### src/sv/ietq_pkg.sv
`default_nettype none
// ----------------------------------------------------------------------------
// ietq_pkg
// shared types, opcodes and state encoding for the edge timestamp queue
// ----------------------------------------------------------------------------
package ietq_pkg;

	localparam int QUEUE_DEPTH = 16;
	localparam int RING_SLOTS  = 8;

	typedef enum logic [2:0] {
		OP_POLL     = 3'd0,
		OP_FRAME    = 3'd1,
		OP_SUBSTEP  = 3'd2,
		OP_RESET    = 3'd3,
		OP_SUPPRESS = 3'd4
	} op_t;

	typedef struct packed {
		logic [2:0]  op;
		logic [31:0] now_tick;
		logic [31:0] newest_lap_tick;
		logic [31:0] previous_lap_tick;
		logic [2:0]  ring_index;
		logic [7:0]  slot_flags;
		logic [31:0] window_start;
		logic [31:0] window_end;
		logic [7:0]  substep_total;
		logic [7:0]  substep_number;
	} in_beat_t;

	typedef struct packed {
		logic        hold;
		logic        pressed;
		logic [4:0]  event_count;
		logic [31:0] head_tick;
		logic        head_down;
		logic        resynced;
	} out_beat_t;

	localparam logic [31:0] MAX_INTERVAL_RESET = 32'd26811185;
	localparam int SLOT_FLAG_BITS = 8;

	typedef enum logic [3:0] {
		ST_IDLE,
		ST_DECODE,
		ST_ICHK,
		ST_SDIV,
		ST_WALK,
		ST_MUL,
		ST_CDIV,
		ST_CUT,
		ST_RD,
		ST_DRAIN,
		ST_RESYNC,
		ST_OUT
	} state_t;

	// controller to datapath
	typedef struct packed {
		logic load;
		logic intv_ld;
		logic sdiv_start;
		logic cdiv_start;
		logic plan;
		logic walk_step;
		logic walk_done;
		logic mul;
		logic cut;
		logic rd;
		logic drain_step;
		logic resync;
		logic frame;
		logic suppress;
		logic rst_cmd;
		logic apply_init;
		logic emit;
	} cmd_t;

	// datapath to controller
	typedef struct packed {
		logic [2:0] op;
		logic       div_done;
		logic       bad_interval;
		logic       walk_left;
		logic       overflow;
		logic       drain_go;
	} sts_t;

endpackage
`default_nettype wire

### src/sv/input_edge_timestamp_queue.sv
`default_nettype none
// ----------------------------------------------------------------------------
// input_edge_timestamp_queue
// ring sample edge extraction with a timestamped event queue
// ----------------------------------------------------------------------------
// channel   dir  handshake          beat
// in        in   in_valid/in_stall  in_beat_t command
// out       out  out_valid/out_stall out_beat_t status
// cfg       in   cfg_valid/cfg_ready max_interval
//
// one command at a time; a poll's result waits on the 41-bit serial division
// of elapsed ticks and then on the slot walk; a bad interval skips both.
// a substep waits on a multiply, a division and each released event;
// others go from decode straight to the result.
// reset clears the sequencer, queue pointers and source state; queue storage and latched command data are not cleared.
// result is held until out_stall is low; no new command is taken meanwhile.
// ----------------------------------------------------------------------------
module input_edge_timestamp_queue import ietq_pkg::*; (
	input  wire logic        clk,
	input  wire logic        arst_n,
	input  wire logic        in_valid,
	output logic             in_stall,
	input  wire in_beat_t    in_beat,
	output logic             out_valid,
	input  wire logic        out_stall,
	output out_beat_t        out_beat,
	input  wire logic        cfg_valid,
	output logic             cfg_ready,
	input  wire logic [31:0] cfg_data
);
	logic [31:0] max_interval_q;
	cmd_t        cmd;
	sts_t        sts;

	assign cfg_ready = 1'b1;

	always_ff @(posedge clk or negedge arst_n) begin
		if (!arst_n) max_interval_q <= MAX_INTERVAL_RESET;
		else if (cfg_valid) max_interval_q <= cfg_data;
	end

	ietq_ctrl u_ctrl (
		.clk(clk), .arst_n(arst_n), .in_valid(in_valid), .in_stall(in_stall),
		.out_valid(out_valid), .out_stall(out_stall), .sts(sts), .cmd(cmd)
	);

	ietq_dp u_dp (
		.clk(clk), .arst_n(arst_n), .in_beat(in_beat), .max_interval(max_interval_q),
		.cmd(cmd), .sts(sts), .out_beat(out_beat)
	);
endmodule
`default_nettype wire

### src/sv/ietq_div.sv
`default_nettype none
// ----------------------------------------------------------------------------
// ietq_div
// restoring divider, one quotient bit per cycle
// ----------------------------------------------------------------------------
module ietq_div import ietq_pkg::*; #(
	parameter int W = 40
) (
	input  wire logic         clk,
	input  wire logic         arst_n,
	input  wire logic         start,
	input  wire logic [W-1:0] dividend,
	input  wire logic [W-1:0] divisor,
	output logic              done,
	output logic [W-1:0]      quotient
);
	localparam int CW = $clog2(W + 1);
	logic [W-1:0]  rem_q, quo_q, dsr_q;
	logic [CW-1:0] cnt_q;
	logic          busy_q;
	logic [W:0]    trial;
	logic [W:0]    diff;

	assign trial = {rem_q, quo_q[W-1]};
	assign diff  = trial - {1'b0, dsr_q};

	always_ff @(posedge clk or negedge arst_n) begin
		if (!arst_n) begin
			busy_q <= 1'b0;
			cnt_q  <= '0;
		end else if (start) begin
			busy_q <= 1'b1;
			cnt_q  <= CW'(W);
		end else if (busy_q) begin
			cnt_q <= cnt_q - 1'b1;
			if (cnt_q == CW'(1)) busy_q <= 1'b0;
		end
	end

	always_ff @(posedge clk) begin
		if (start) begin
			rem_q <= '0;
			quo_q <= dividend;
			dsr_q <= divisor;
		end else if (busy_q) begin
			if (!diff[W]) begin
				rem_q <= diff[W-1:0];
				quo_q <= {quo_q[W-2:0], 1'b1};
			end else begin
				rem_q <= trial[W-1:0];
				quo_q <= {quo_q[W-2:0], 1'b0};
			end
		end
	end

	assign done     = !busy_q && !start;
	assign quotient = quo_q;
endmodule
`default_nettype wire

### src/sv/ietq_ctrl.sv
`default_nettype none
// ----------------------------------------------------------------------------
// ietq_ctrl
// command sequencer for poll, frame, substep, reset and suppress
// ----------------------------------------------------------------------------
module ietq_ctrl import ietq_pkg::*; (
	input  wire logic clk,
	input  wire logic arst_n,
	input  wire logic in_valid,
	output logic      in_stall,
	output logic      out_valid,
	input  wire logic out_stall,
	input  wire sts_t sts,
	output cmd_t      cmd
);
	state_t state_q, state_d;

	always_ff @(posedge clk or negedge arst_n) begin
		if (!arst_n) begin
			state_q <= ST_IDLE;
		end else begin
			state_q <= state_d;
		end
	end

	always_comb begin
		state_d   = state_q;
		cmd       = '0;
		in_stall  = 1'b1;
		out_valid = 1'b0;
		unique case (state_q)
			ST_IDLE: begin
				in_stall = 1'b0;
				if (in_valid) begin
					cmd.load = 1'b1;
					state_d  = ST_DECODE;
				end
			end
			ST_DECODE: begin
				cmd.rd = 1'b1;
				unique case (sts.op)
					OP_POLL: begin
						cmd.intv_ld = 1'b1;
						state_d     = ST_ICHK;
					end
					OP_FRAME: begin
						cmd.frame = 1'b1;
						state_d   = ST_OUT;
					end
					OP_SUBSTEP: begin
						cmd.apply_init = 1'b1;
						cmd.mul        = 1'b1;
						state_d        = ST_MUL;
					end
					OP_RESET: begin
						cmd.resync  = 1'b1;
						cmd.rst_cmd = 1'b1;
						state_d     = ST_OUT;
					end
					OP_SUPPRESS: begin
						cmd.suppress = 1'b1;
						state_d      = ST_OUT;
					end
					default: state_d = ST_OUT;
				endcase
			end
			ST_ICHK: begin
				if (sts.bad_interval) begin
					cmd.resync = 1'b1;
					state_d    = ST_OUT;
				end else begin
					cmd.sdiv_start = 1'b1;
					state_d        = ST_SDIV;
				end
			end
			ST_SDIV: begin
				if (sts.div_done) begin
					cmd.plan = 1'b1;
					state_d  = ST_WALK;
				end
			end
			ST_WALK: begin
				if (!sts.walk_left) begin
					cmd.walk_done = 1'b1;
					cmd.rd        = 1'b1;
					state_d       = ST_OUT;
				end else if (sts.overflow) begin
					cmd.resync = 1'b1;
					state_d    = ST_OUT;
				end else begin
					cmd.walk_step = 1'b1;
				end
			end
			ST_MUL: begin
				cmd.cdiv_start = 1'b1;
				state_d        = ST_CDIV;
			end
			ST_CDIV: begin
				if (sts.div_done) begin
					cmd.cut = 1'b1;
					state_d = ST_RD;
				end
			end
			ST_RD: begin
				cmd.rd  = 1'b1;
				state_d = ST_DRAIN;
			end
			ST_DRAIN: begin
				if (sts.drain_go) begin
					cmd.drain_step = 1'b1;
					state_d        = ST_RD;
				end else begin
					cmd.rd  = 1'b1;
					state_d = ST_OUT;
				end
			end
			ST_OUT: begin
				out_valid = 1'b1;
				if (!out_stall) state_d = ST_IDLE;
			end
			default: state_d = ST_IDLE;
		endcase
	end
endmodule
`default_nettype wire

### src/sv/ietq_dp.sv
`default_nettype none
// ----------------------------------------------------------------------------
// ietq_dp
// ring walk, event queue, frame cutoff and source state
// ----------------------------------------------------------------------------
module ietq_dp import ietq_pkg::*; (
	input  wire logic        clk,
	input  wire logic        arst_n,
	input  wire in_beat_t    in_beat,
	input  wire logic [31:0] max_interval,
	input  wire cmd_t        cmd,
	output sts_t             sts,
	output out_beat_t        out_beat
);
	localparam int QW = $clog2(QUEUE_DEPTH);
	localparam int OW = $clog2(QUEUE_DEPTH + 1);
	localparam int RW = (RING_SLOTS > 1) ? $clog2(RING_SLOTS) : 1;
	localparam int AW = $clog2(RING_SLOTS + 1);
	localparam int SW = $clog2(RING_SLOTS);
	localparam int DW = 41;

	in_beat_t       it_q;
	logic [32:0]    mem [QUEUE_DEPTH];
	logic [32:0]    rd_q;
	logic [QW-1:0]  head_q;
	logic [OW-1:0]  occ_q;
	logic [RW-1:0]  seen_idx_q;
	logic [31:0]    seen_tick_q;
	logic           seen_lvl_q, held_q, supp_q, synth_q, edge_q, rs_q, pnow_q;
	logic [31:0]    fbeg_q, ffin_q;
	logic [7:0]     fsl_q;
	logic [31:0]    intv_q, cut_q;
	logic [AW-1:0]  left_q;
	logic [31:0]    etime_q;
	logic [39:0]    scaled_q;
	logic           final_q;

	logic           dstart;
	logic [DW-1:0]  dnd, dsr, quo;
	logic           ddone;

	ietq_div #(.W(DW)) u_div (
		.clk(clk), .arst_n(arst_n), .start(dstart),
		.dividend(dnd), .divisor(dsr), .done(ddone), .quotient(quo)
	);

	logic [RW-1:0] idx;
	logic [RW-1:0] adv;
	logic [RW-1:0] wslot;
	logic          lvl_idx, wlvl;
	logic [7:0]    slices;
	logic [QW-1:0] tail;
	logic [31:0]   dlt;
	logic [31:0]   wtick;
	logic [31:0]   lap_span;
	logic [31:0]   elapsed;
	logic [31:0]   span;

	function automatic logic flag_at(logic [7:0] f, logic [RW-1:0] s);
		logic r;
		r = 1'b0;
		if (32'(s) < 32'(SLOT_FLAG_BITS)) r = f[3'(s)];
		return r;
	endfunction

	assign idx      = RW'(32'(it_q.ring_index) % RING_SLOTS);
	assign adv      = RW'((32'(idx) + RING_SLOTS - 32'(seen_idx_q)) % RING_SLOTS);
	assign wslot    = RW'((32'(idx) + RING_SLOTS - (32'(left_q) - 1)) % RING_SLOTS);
	assign lvl_idx  = flag_at(it_q.slot_flags, idx);
	assign wlvl     = flag_at(it_q.slot_flags, wslot);
	assign slices   = (it_q.substep_total == 8'd0) ? 8'd1 : it_q.substep_total;
	assign tail     = QW'((32'(head_q) + 32'(occ_q)) % QUEUE_DEPTH);
	assign dlt      = rd_q[32:1] - cut_q;
	assign lap_span = it_q.newest_lap_tick - it_q.previous_lap_tick;
	assign elapsed  = it_q.now_tick - seen_tick_q;
	assign span     = ffin_q - fbeg_q;

	always_comb begin
		dstart = cmd.sdiv_start | cmd.cdiv_start;
		dnd    = '0;
		dsr    = DW'(1);
		if (cmd.sdiv_start) begin
			dnd = DW'({1'b0, elapsed} + {2'b0, intv_q[31:1]});
			dsr = DW'(intv_q);
		end else if (cmd.cdiv_start) begin
			dnd = DW'(scaled_q);
			dsr = DW'(fsl_q);
		end
	end

	always_ff @(posedge clk) begin
		if (cmd.load) it_q <= in_beat;
		if (cmd.load) rs_q <= 1'b0;
		if (cmd.resync) rs_q <= 1'b1;
		if (cmd.intv_ld) intv_q <= lap_span >> SW;
		if (cmd.sdiv_start) etime_q <= it_q.newest_lap_tick + 32'(idx) * intv_q;
		if (cmd.plan) begin
			if (quo > DW'(RING_SLOTS)) left_q <= AW'(RING_SLOTS);
			else if (adv == '0 && quo >= DW'(RING_SLOTS / 2)) left_q <= AW'(RING_SLOTS);
			else left_q <= AW'(adv);
		end
		if (cmd.walk_step) left_q <= left_q - 1'b1;
		if (cmd.apply_init) final_q <= (9'(it_q.substep_number) + 9'd1) >= 9'(fsl_q);
		if (cmd.mul) scaled_q <= 40'(span) * 40'(9'(it_q.substep_number) + 9'd1);
		if (cmd.cut) cut_q <= fbeg_q + quo[31:0];
		if (cmd.rd) rd_q <= mem[head_q];
		if (cmd.walk_step && wlvl != seen_lvl_q && !sts.overflow) mem[tail] <= {wtick, wlvl};
	end

	assign wtick = etime_q - 32'(left_q - 1'b1) * intv_q;

	always_ff @(posedge clk or negedge arst_n) begin
		if (!arst_n) begin
			head_q      <= '0;
			occ_q       <= '0;
			seen_idx_q  <= '0;
			seen_tick_q <= '0;
			seen_lvl_q  <= 1'b0;
			held_q      <= 1'b0;
			supp_q      <= 1'b0;
			synth_q     <= 1'b0;
			edge_q      <= 1'b0;
			pnow_q      <= 1'b0;
			fbeg_q      <= '0;
			ffin_q      <= '0;
			fsl_q       <= 8'd1;
		end else begin
			if (cmd.frame) begin
				fbeg_q <= it_q.window_start;
				ffin_q <= it_q.window_end;
				fsl_q  <= slices;
			end
			if (cmd.suppress) supp_q <= 1'b1;
			if (cmd.walk_step) begin
				seen_lvl_q <= wlvl;
				if (wlvl != seen_lvl_q) occ_q <= occ_q + 1'b1;
			end
			if (cmd.walk_done) begin
				seen_idx_q  <= idx;
				seen_tick_q <= it_q.now_tick;
			end
			if (cmd.apply_init) begin
				edge_q  <= synth_q;
				synth_q <= 1'b0;
				pnow_q  <= 1'b0;
			end
			if (cmd.drain_step) begin
				head_q <= QW'((32'(head_q) + 1) % QUEUE_DEPTH);
				occ_q  <= occ_q - 1'b1;
				supp_q <= 1'b0;
				held_q <= rd_q[0];
				if (rd_q[0]) begin
					edge_q <= 1'b1;
					pnow_q <= 1'b1;
				end
			end
			if (cmd.resync) begin
				occ_q       <= '0;
				head_q      <= '0;
				seen_idx_q  <= idx;
				seen_tick_q <= it_q.now_tick;
				held_q      <= lvl_idx;
				seen_lvl_q  <= lvl_idx;
				if (!lvl_idx || cmd.rst_cmd) supp_q <= 1'b0;
				if (cmd.rst_cmd) begin
					synth_q <= 1'b0;
					edge_q  <= 1'b0;
				end else if (!held_q && lvl_idx && !supp_q) begin
					synth_q <= 1'b1;
				end
			end
		end
	end

	always_comb begin
		sts.op           = it_q.op;
		sts.div_done     = ddone;
		sts.bad_interval = (intv_q == '0) || (intv_q > max_interval);
		sts.walk_left    = (left_q != '0);
		sts.overflow     = (wlvl != seen_lvl_q) && (32'(occ_q) >= QUEUE_DEPTH);
		sts.drain_go     = (occ_q != '0) && (final_q ||
			((dlt == '0 || dlt[31]) && !pnow_q));
	end

	always_comb begin
		out_beat.hold        = held_q && !supp_q;
		out_beat.pressed     = edge_q;
		out_beat.event_count = 5'(occ_q);
		out_beat.head_tick   = (occ_q != '0) ? rd_q[32:1] : '0;
		out_beat.head_down   = (occ_q != '0) ? rd_q[0] : 1'b0;
		out_beat.resynced    = rs_q;
	end
endmodule
`default_nettype wire
### config.mk
export PLATFORM = sky130hd
export DESIGN_NAME = input_edge_timestamp_queue
export DESIGN_NICKNAME = d
export VERILOG_FILES = /design/src/sv/ietq_pkg.sv /design/src/sv/input_edge_timestamp_queue.sv /design/src/sv/ietq_div.sv /design/src/sv/ietq_ctrl.sv /design/src/sv/ietq_dp.sv
export SDC_FILE = /design/constraint.sdc
export NUM_CORES = 2
export LEC_CHECK = 0
export ABC_AREA = 1
export BUFFER_PORTS_ARGS = -buffer_cell sky130_fd_sc_hd__buf_2
export CORE_ASPECT_RATIO = 0.6
export CORE_MARGIN = 2
export CORE_UTILIZATION = 30
export DETAILED_ROUTE_END_ITERATION = 8
export MAX_ROUTING_LAYER = met4
export PLACE_DENSITY = 0.55
export SYNTH_ARGS = -nofsm -noshare
export SYNTH_HDL_FRONTEND = slang
export SYNTH_SLANG_ARGS = --single-unit
export TNS_END_PERCENT = 20
### constraint.sdc
create_clock -name clk -period 11.8 [get_ports clk]
set_clock_uncertainty 0.15 [all_clocks]
set_input_delay 1.18 -clock clk [delete_from_list [all_inputs] [get_ports clk]]
set_output_delay 1.18 -clock clk [all_outputs]
set_load 0.01 [all_outputs]
# After elaboration in Yosys (flattened, before gate mapping)
# Memory sizes are Yosys's and may differ from the RTL's. A register that Yosys moved wholly into a read port is not among the register bits.
# Index checks and enable logic that the tools add are counted.
# word_totals
regBits	617
mem_bits_rw	528
inputBits	227
out_inout_bits	44
wordCells	227
n_memories	1
# op_classes
addsub	21
multipliers	3
order_cmp	7
eq_ne	20
n_mux	96
bitwise	1
n_reduce_logical	39
# memory_table
memory	words	word_bits	read_ports	rd_clocked_by_memory_dff	wr	line	rtl
u_dp.mem	16	33	1	1	1	ietq_dp.sv:23	logic [32:0] mem [QUEUE_DEPTH];
# op_table
cell	count
$mux 41	4
$sub 32x32->32	5
$mux 32	3
$add 32x32->32	2
$logic_not 32->1	2
$mux 4	14
$mux 1	55
$sub 42x41->42	1
$ge 41x3->1 const B	1
$gt 41x4->1 const B	1
$mul 32x40->40	1
$mux 40	1
$pmux 4 s10	1
$add 32x28->33	1
$gt 29x32->1	1
$mul 3x29->32	1
$mul 32x29->32	1
$mux 29	1
$mux 5	4
$add 8x1->9 const B	2
$mux 8	2
$eq 4x3->1 const B	3
$eq 4x4->1 const B	3
$mux 6	2
41 further kinds	75

# Longest topological paths before layout
# logic_depth
depth_word	13
ltp_mapped	40
mapped_depth_nobuf	38

# Modules after synthesis
# Synthesis repeated with hierarchy kept, for this count alone.
# hier_totals
cells_unflattened	8629
area_unflattened_um2	77858.4
# by_module_without_submodules
mod	n_inst	cells_each	area_per_inst_um2	seq_area_each_um2
ietq_dp	1	7133	67203.2	29769.8
ietq_div	1	1261	8824.7	3458.3
input_edge_timestamp_queue	1	138	1318.8	815.8
ietq_ctrl	1	97	511.7	100.1

# Least setup slack after synthesis
# OpenSTA, ideal clock, no wires.
# synth_path
kind	input-to-reg
from	input in_valid
to	register u_dp.it_q[0] in the netlist's numbering (enable)
arrival_ns	9.037
path_slack_ns	1.869
stages	2
path_buffers	0
cell_sequence	inv_1 > nor2_1
# synth_lines
element	line	rtl
start, declared	input_edge_timestamp_queue.sv:21	input wire logic in_valid,
end signal, assigned	ietq_dp.sv:92	if (cmd.load) it_q <= in_beat;
end, declared	ietq_dp.sv:22	in_beat_t it_q;

# Worst setup path in the final report
# layout_path
from	register u_dp.left_q[0]
to	memory u_dp.mem[0][22], data pin
# layout_via
elab_chain_len	3
# layout_lines
element	line	rtl
start, declared	ietq_dp.sv:33	logic [AW-1:0] left_q;
start signal, assigned	ietq_dp.sv:98	if (quo > DW'(RING_SLOTS)) left_q <= AW'(RING_SLOTS);
start signal, assigned	ietq_dp.sv:99	else if (adv == '0 && quo >= DW'(RING_SLOTS / 2)) left_q <= AW'(RING_SLOTS);
start signal, assigned	ietq_dp.sv:100	else left_q <= AW'(adv);
$sub 4x1->5	--	
$mul 32x29->32	ietq_dp.sv:110	assign wtick = etime_q - 32'(left_q - 1'b1) * intv_q;
$sub 32x32->32	ietq_dp.sv:110	
named net u_dp.wtick[21]	ietq_dp.sv:54	logic [31:0] wtick;
end, declared	ietq_dp.sv:23	
# The timed path passes the listed nets, and every way through them passes these cells.

==> results_dict.tcl <==
set metrics [dict create \
    clk_transition_reported_paths_ns 0.06 \
    fin_crit_ns 9.83 \
    r2r_slack_ns 1.97 \
    cp.buffers_inverters 4 \
    path_class "reg -> reg" \
    crit_family "adder cells" \
    std_cell_rows 146 \
    gpl.final_weighted_congestion 0.925 \
    synthAdderAreaFrac_pct 21.6 \
    hold_buffers 0 \
    dpl.hpwl_mm 194 \
    drv_slew 0 \
    seq_area_mm2 0.0338 \
    die_w_um 668 \
    synth_xor_xnor_area_share_pct 3.67 \
    max-cap-violations 0 \
    final_antenna_net_count 0 \
    grt_pass1_wl_mm 383 \
    post-cts-setup-buffers 0 \
    gr-usage-all-layers_pct 19.4 \
    async_reset_ff_share_pct 14.2 \
    fin_util_pct 33.8 \
    grt_max_degree 106 \
    wl_per_cell_um 20.9 \
    multi_input_area_mm2 0.0393 \
    num_vias 59900 \
    drc 0 \
    synth_top_area_share_pct 36.3 \
    start_util_pct 30.1 \
    viasPerCell 4.88 \
    slowest_delay_ns 1.03 \
    synth_mux_area_share_pct 0.0836 \
    cts-resized-gates 0 \
    cpMaxStageDelayCell "ha_1" \
    cts-htree-levels 3 \
    grt_overflow 0 \
    setup_viol 0 \
    avgSynthCellArea_um2 9.52 \
    ys.flop_type "edfxtp_1" \
    synth_cell_types 73 \
    synth_top_family_by_area "adder cells" \
    clock_sinks 1166 \
    path_cells "clkinv_1 -> ha_1 -> clkinv_1 -> nand2_1 -> fa_1 -> fa_1 -> fa_1 -> fa_1 -> inv_1 -> ha_1 -> ha_1 -> fa_1 -> fa_1 -> inv_1 -> ha_1 -> nand2_1 -> nor2_1 -> nand2_1 -> o211ai_1 -> a21oi_1 -> o21ai_1 -> a21oi_1 -> o21bai_1 -> xor2_1" \
    drt-initial-drc-count 5954 \
    slew_headroom_pct 11.9 \
    grt_pass1_vias 58900 \
    pin_count 271 \
    nFillCells 26900 \
    tightest_slew_ns 1.31 \
    max_freq_mhz 102 \
    clk_latency_ns 0.82 \
    cts_tree "done" \
    dieArea_mm2 0.269 \
    startpoint_type "register" \
    core_mm2 0.263 \
    timing.hold.ws_ns 0.300 \
    drt_pass1_iterations 6 \
    path_max_fanout 22 \
    drt-total-wl_mm 256 \
    root_buffer "clkbuf_16" \
    ys_top_cells_by_area "edfxtp_1 (36%), fa_1 (14%), nand2_1 (7.6%)" \
    synth.yosys.seq_area_share_pct 42.6 \
    outcome "finished, final reports clean" \
    rsz0062_at_grt "false" \
    syn_nets 9598 \
    antenna_found_initial 17 \
    synth.cell_area_mm2 0.0793 \
    hold_viol 0 \
    yosys_warnings 0 \
    hold_class "reg -> reg" \
    die_h_um 402 \
    drive_gt1_share_pct 8.52 \
    synth_cells 8338 \
    timing.final.crit_share_pct 83.3 \
    cts_made_buffers 116 \
    worstPathArrival_ns 10.05 \
    cts_buffer_depth 3 \
    area_delta_synth_final_pct 12.4 \
    portBuffers 269 \
    setup-tns-final_ns 0 \
    endpoint_kind "register" \
    synth_compound_area_share_pct 9.54 \
    nets 9872 \
    yosys.area_share.simple_pct 14.4 \
    required_ns 12.02 \
    synth_top_area_cell "edfxtp_1" \
    synth_edf_count 959 \
    cp_common_cell "fa_1" \
    ys_ff_latch 1166 \
]
==> layer usage <==
layer / up-vias / share of wire [%] / track usage (%)
met5: - / 0 / -
met4: 0 / 2.4 / 4.52
met3: 264 / 7.2 / 2.91
met2: 2033 / 42 / 27.9
met1: 29900 / 48 / 28.7
li1: 27800 / - / -
==> placed cells by master (no fill, tap or decap), types with 22 or more instances in the layout <==
master     Yosys  routed
nand2_1     1610    1609
inv_1       1453    1449
edfxtp_1     959     959
nor2_1       720     696
fa_1         557     557
ha_1         476     476
a21oi_1      467     467
o21ai_0      428     427
buf_2         20     268
nand3_1      210     210
xor2_1       213     204
dfrtp_1      152     150
clkbuf_16      0     116
xnor2_1      113     111
buf_4          8     109
nand4_1       87      87
nor3_1        56      56
o211ai_1      54      54
o22ai_1       49      49
a221oi_1      48      48
dfxtp_1       42      42
o21ai_1       38      39
or2_2         38      38
o221ai_1      38      38
clkinv_1       5      31
a31oi_1       28      28
o21ai_2       28      28
a21o_1        26      26
o21bai_1      23      23
clkbuf_1     175      23
nor4_1        23      22
o21a_1        22      22
==> stage by stage <==
step / cell area [um2] / setup WS, ns / instances
after detailed placement: 85300 / 2.05 / 12000
final: 89200 / 1.97 / 12300
after CTS: 89100 / 2.09 / 12300
after global placement: 85300 / 2.21 / 12000
after floorplan: 79300 / 1.87 / 8338
after global routing: 89200 / 1.43 / 12300
==> path summary, 6_finish.rpt <==
kind | to | from | depth (start not counted)
worst min-delay path | u_dp.ffin_q[21] | u_dp.it_q[37] | 2
worst max-delay path | u_dp.mem[0][22] | u_dp.left_q[0] | 24
max in group asynchronous | u_dp.edge_q | arst_n | 2
min in group asynchronous | u_dp.fbeg_q[29] | arst_n | 1
worst min register to register | u_dp.ffin_q[21] | u_dp.it_q[37] | 2
worst max register to register | u_dp.mem[0][22] | u_dp.left_q[0] | 24
==> cells by family (layout without fill, tap and decap cells) <==
| group | count (synthesis) | in the layout |
|---|---|---|
| xor gates and xnor gates | 329 | 329 |
| other | 1 | 10 |
| buffers and inverters | 1699 | 2072 |
| DFF | 1166 | 1166 |
| and+or+nand+nor | 2799 | 2799 |
| AOI/OAI and AO/OA | 1305 | 1305 |
| adders and majority gates | 1033 | 1033 |
| muxes | 6 | 6 |
==> layout make-up <==
| type | instances | area share [%] |
|---|---|---|
| multi-input combinational | 5473 | 44.1 |
| tap | 3552 | 4.98 |
| timing repair buffer | 379 | 2.45 |
| inverter | 1476 | 6.23 |
| sequential | 1166 | 37.9 |
| antenna | 9 | 0.0253 |
| clock inverter | 76 | 0.904 |
| clock buffer | 141 | 3.38 |
==> worst reg2reg max path: stages, from the launching register on <==
cell,delay [ns]
edfxtp_1,0.35
clkinv_1,0.26
ha_1,1.04
clkinv_1,0.64
nand2_1,0.22
fa_1,0.22
fa_1,0.43
fa_1,0.44
fa_1,0.52
inv_1,0.04
ha_1,0.27
ha_1,0.32
fa_1,0.45
fa_1,0.49
inv_1,0.04
ha_1,0.37
nand2_1,0.10
nor2_1,0.12
nand2_1,0.06
o211ai_1,0.60
a21oi_1,0.25
o21ai_1,0.51
a21oi_1,0.28
o21bai_1,0.33
xor2_1,0.94
==> cell usage after synthesis (5+ instances only) <==
master	n
a211oi_1	7
a21boi_0	7
a21boi_1	6
a21o_1	26
a21oi_1	467
a21oi_2	5
a221oi_1	48
a22oi_1	9
a31oi_1	28
and2_1	7
buf_1	15
buf_2	20
buf_4	8
buf_6	5
clkbuf_1	175
clkinv_1	5
dfrtp_1	152
dfstp_2	13
dfxtp_1	42
edfxtp_1	959
fa_1	557
ha_1	476
inv_1	1453
inv_2	15
nand2_1	1610
nand2_2	19
nand3_1	210
nand4_1	87
nor2_1	720
nor2_2	8
nor3_1	56
nor4_1	23
o211ai_1	54
o21a_1	22
o21ai_0	428
o21ai_1	38
o21ai_2	28
o21bai_1	23
o221ai_1	38
o22ai_1	49
o31ai_1	8
or2_2	38
xnor2_1	113
xor2_1	213
==> sequential cells by signal (all words and copies together), names as in the netlist, 32 cells and up <==
signal	cells
max_interval_q	32
u_dp.cut_q	32
u_dp.etime_q	32
u_dp.fbeg_q	32
u_dp.ffin_q	32
u_dp.it_q	187
u_dp.mem	528
u_dp.rd_q	33
u_dp.scaled_q	40
u_dp.seen_tick_q	32
u_dp.u_div.quotient	41
u_dp.u_div.rem_q	41
Power is not shown: default switching activity piles up to over one toggle a cycle in this logic, so the estimate is an artifact.
